==> config.mk <==
export PLATFORM = sky130hd
export DESIGN_NAME = bmc_ctrl
export DESIGN_NICKNAME = d
export VERILOG_FILES = /design/src/rtl/core/bmc_pkg.sv /design/src/rtl/core/bmc_ctrl.sv
export SDC_FILE = /design/constraint.sdc
export NUM_CORES = 1
export LEC_CHECK = 0
export BUFFER_PORTS_ARGS = -buffer_cell sky130_fd_sc_hd__buf_2
export CAP_MARGIN = 20
export CORE_MARGIN = 3
export CORE_UTILIZATION = 40
export CTS_CLUSTER_SIZE = 28
export DETAILED_ROUTE_END_ITERATION = 6
export PLACE_DENSITY = 0.76
export SETUP_SLACK_MARGIN = 0.2
export SLEW_MARGIN = 40
export SYNTH_ARGS = -nofsm -noshare
export SYNTH_HDL_FRONTEND = slang
export SYNTH_SLANG_ARGS = --single-unit
==> constraint.sdc <==
create_clock -name clk -period 2.9 [get_ports clk]
set_input_delay 0.145 -clock clk [delete_from_list [all_inputs] [get_ports clk]]
set_output_delay 0.145 -clock clk [all_outputs]
set_load 0.1 [all_outputs]
==> src/rtl/core/bmc_pkg.sv <==
`default_nettype none
package bmc_pkg;

  localparam int DEF_MAX_WIDTH  = 32;
  localparam int DEF_MAX_HEIGHT = 32;
  localparam int CFG_W          = 6;
  localparam logic [CFG_W-1:0] GRID_RESET = 6'd16;

  localparam logic CFG_IDX_WIDTH  = 1'b0;
  localparam logic CFG_IDX_HEIGHT = 1'b1;

  localparam logic KIND_RESTART = 1'b0;

  localparam logic [1:0] DIR_N = 2'd0;
  localparam logic [1:0] DIR_E = 2'd1;
  localparam logic [1:0] DIR_S = 2'd2;
  localparam logic [1:0] DIR_W = 2'd3;
  localparam logic [1:0] LAST_TRY = 2'd3;

  typedef enum logic [1:0] {
    ACT_CARVED  = 2'd0,
    ACT_BACK    = 2'd1,
    ACT_DONE    = 2'd2,
    ACT_RESTART = 2'd3
  } action_t;

  typedef enum logic [2:0] {
    ST_IDLE,
    ST_CLEAR,
    ST_TOP,
    ST_MOD,
    ST_CHECK,
    ST_VIS
  } state_t;

  typedef struct packed {
    logic       load;
    logic       clr_init;
    logic       clr_step;
    logic       top_load;
    logic       chk;
    logic [1:0] k;
    logic       emit;
    action_t    act;
  } bmc_cmd_t;

  typedef struct packed {
    logic empty;
    logic full;
    logic clr_last;
    logic mod_done;
    logic nb_ok;
    logic vis;
  } bmc_stat_t;

endpackage
`default_nettype wire

==> src/rtl/core/bmc_ctrl.sv <==
`default_nettype none
module bmc_ctrl (
  input  wire logic                clk,
  input  wire logic                rst_n,
  input  wire logic                start,
  input  wire logic                kind,
  input  wire bmc_pkg::bmc_stat_t  stat,
  output bmc_pkg::bmc_cmd_t        cmd,
  output logic                     busy
);
  import bmc_pkg::*;

  state_t     state_r, state_nxt;
  logic [1:0] k_r, k_nxt;

  always_ff @(posedge clk) begin
    if (!rst_n) begin
      state_r <= ST_IDLE;
      k_r     <= '0;
    end else begin
      state_r <= state_nxt;
      k_r     <= k_nxt;
    end
  end

  always_comb begin
    state_nxt = state_r;
    k_nxt     = k_r;
    cmd       = '0;
    cmd.k     = k_r;
    unique case (state_r)
      ST_IDLE: begin
        if (start) begin
          cmd.load = 1'b1;
          if (kind == KIND_RESTART) begin
            cmd.clr_init = 1'b1;
            state_nxt    = ST_CLEAR;
          end else if (stat.empty) begin
            cmd.emit = 1'b1;
            cmd.act  = ACT_DONE;
          end else begin
            state_nxt = ST_TOP;
          end
        end
      end
      ST_CLEAR: begin
        cmd.clr_step = 1'b1;
        if (stat.clr_last) begin
          cmd.emit  = 1'b1;
          cmd.act   = ACT_RESTART;
          state_nxt = ST_IDLE;
        end
      end
      ST_TOP: begin
        cmd.top_load = 1'b1;
        k_nxt        = '0;
        state_nxt    = ST_MOD;
      end
      ST_MOD: begin
        if (stat.mod_done) begin
          state_nxt = ST_CHECK;
        end
      end
      ST_CHECK: begin
        cmd.chk = 1'b1;
        if (stat.nb_ok) begin
          state_nxt = ST_VIS;
        end else if (k_r == LAST_TRY) begin
          cmd.emit  = 1'b1;
          cmd.act   = ACT_BACK;
          state_nxt = ST_IDLE;
        end else begin
          k_nxt = k_r + 2'd1;
        end
      end
      ST_VIS: begin
        priority if (stat.vis && k_r != LAST_TRY) begin
          k_nxt     = k_r + 2'd1;
          state_nxt = ST_CHECK;
        end else if (stat.vis || stat.full) begin
          cmd.emit  = 1'b1;
          cmd.act   = ACT_BACK;
          state_nxt = ST_IDLE;
        end else begin
          cmd.emit  = 1'b1;
          cmd.act   = ACT_CARVED;
          state_nxt = ST_IDLE;
        end
      end
      default: begin
        state_nxt = ST_IDLE;
      end
    endcase
  end

  assign busy = (state_r != ST_IDLE);

endmodule
`default_nettype wire

==> impl_metrics.yaml <==
synthesis:
  syn_nets: 77
  synth_edf_count: 0
  synthCells: 65
  yosysUniqueCellTypes: 38
  yosys_warnings: 0
  synthFlopType: "dfxtp_1"
  seq_area_frac_synth_pct: 17.6
  synth_seq_cells: 5
  yosys.area.top_type: "dfxtp_1"
  synth_top_cell_area_share_pct: 17.6
  async_flop_share_pct: 0
  synth_area_leaders: "dfxtp_1, buf_6, a221oi_2"
  synthesis.area_sq_um: 568
  syn_area_per_cell_sq_um: 8.74
power:
  pwr_density_cell_nw_per_um2: 463
  vdd_drop_max_v: 0.000333
  power.leakage_nw: 0.345
route:
  ant_nets: 0
  dr.pass1.iters: 4
  avgViaCountPerCell: 5.35
  drcViolationCount: 0
  drtIter0Drc: 8
  routedWlPerCell_microns: 12.7
  drt_wl_total_microns: 1260
  vias: 530
worst_setup_path:
  reg2reg_depth: 3
  setup.worst_path.start: "state_r[2]"
  r2r_end: "k_r[0]"
  crit_fanout: 14
  regToRegStartpoint: "state_r[2]"
  required_ns: 2.76
  path_class: "reg -> out"
  endpoint_kind: "primary output"
  startpoint_type: "flip-flop"
  r2r_setup_slack_ns: 1.44
  cp.arrival_ns: 1.97
clock_tree:
  clk_path_buf_depth: 2
  ctsHtreeMaxLevel: 1
  cts_buffers: 3
  ctsResizeCount: 0
  path_clk_slew_ns: 0.04
  cts-root-buf: "clkbuf_4"
  clock_latency_ns: 0.23
  clock_sinks: 5
  postCtsSetupBuffers: 0
  ctsHoldBuffers: 0
  cts_tree: "done"
die:
  core-area_sq_um: 1220
  initial_core_util_pct: 46.7
  die_h_microns: 43.7
  dieArea_sq_um: 1910
  rows: 12
  ios: 21
  fp.dieW_microns: 43.7
timing:
  setup_viol: 0
  rsz0062_at_grt: "no"
  finClkSkew_ns: 0.000950
  finalCriticalPeriod_ns: 2.12
  finalHoldViolations: 0
  maxSlewViolCount: 0
  finalSetupTns_ns: 0
  worst_slew_pin_slew_ns: 0.610
  fin_crit_sh_pct: 73.0
  holdWs_ns: 0.193
  slew-limit-headroom_pct: 59.3
  max_freq_mhz: 472
finish:
  fin_cells: 99
  nFillCells: 125
  num_antenna_cells: 0
  area.growth.synth_to_final_pct: 18.1
  mostFrequentLayoutCells: "buf_2, inv_1, dfxtp_1"
  final_nets: 98
  final_common_cell: "buf_2"
  drive_gt1_share_pct: 37.6
worst_hold_path:
  hold_path_end: "state_r[1]"
  worstHoldStart: "rst_n"
  min_path_cells: 2
  hold_path_class: "in -> reg"
placement:
  dp_cells: 95
  port_buffers: 20
  dp_hpwl_microns: 967
  routabilityCongestion: 0.747
global_route:
  grt-ovfl-total: 0
  grt_pass1_wl_microns: 2160
  grt_usage_pct: 15.1
  grt_pass1_vias: 490
  grt_max_degree: 22
  antenna_found_initial: 0
run:
  drv_cap: 0
run_status:
  status: "completed"
## worst max-delay path by stage
stage              to  slack [ns]  cells after the start
6_report       cmd[2]        0.78                      4
5_1_grt        cmd[0]        0.62                      4
4_1_cts        cmd[2]        0.77                      4
3_5_place_dp   cmd[2]        1.03                      4
3_3_place_gp   cmd[2]        1.08                      4
2_1_floorplan  cmd[8]        0.15                      3
## flip-flops by register name, indices dropped and copies added, names as in the netlist
signal,flops
k_r,2
state_r,3
## cell usage after synthesis (all sizes together), types with 2 or more instances
library cell / n
a21o: 2
a21oi: 4
a221oi: 2
and2: 2
and3b: 2
buf: 4
dfxtp: 5
ha: 2
inv: 5
nand2: 3
nand2b: 5
nor2: 2
nor2b: 2
o21ai: 3
or3b: 2
## power by group
| group | total [mW] | internal [mW] | switching [mW] |
|---|---|---|---|
| Clock | 0.0771 | 0.0518 | 0.0252 |
| Sequential | 0.0849 | 0.0719 | 0.0130 |
| Combinational | 0.149 | 0.0358 | 0.113 |
| Total | 0.311 | 0.160 | 0.151 |
## critical path, cell delays in order, from the launching register on
cell     delay, ns
dfxtp_1       0.68
nor2b_2       0.32
and3_1        0.20
a311o_2       0.11
buf_2         0.41
## stage by stage
stage | setup WS [ns] | area, sq um | utilization, % | power [mW]
2_1_floorplan | 0.153 | 572 | - | 0.216
3_3_place_gp | 1.08 | 644 | 53.0 | 0.233
3_5_place_dp | 1.03 | 644 | 53.0 | 0.235
4_1_cts | 0.773 | 671 | 55.1 | 0.317
5_1_grt | 0.620 | 671 | 55.1 | 0.331
6_report | 0.783 | 671 | 55.1 | 0.311
## routing by layer
metal,GRT usage [%],vias up,share of wire [%]
li1,-,284,-
met1,20.9,230,47
met2,20.6,14,46
met3,2.49,2,5.4
met4,10.8,0,1.1
met5,0,-,0
## cell families (layout without fill, tap and decap cells)
family / after synthesis / after routing / share of synthesized area [%]
DFF: 5 / 5 / 17.6
AOI/OAI and AO/OA: 19 / 19 / 26.2
buffers and inverters: 9 / 29 / 11.2
and+or+nand+nor: 30 / 30 / 40.5
adders and majority gates: 2 / 2 / 4.40
## final cells by class
type / count / area (sq um) / share of cell area, %
clock buffers: 4 / 26.3 / 3.92
repair buffers: 20 / 100 / 14.9
multi-input cells: 51 / 408 / 60.8
flip-flops and latches: 5 / 100 / 14.9
well taps: 14 / 17.5 / 2.61
inverters: 5 / 18.8 / 2.80
No activity file was read; power rests on OpenSTA's default activity.
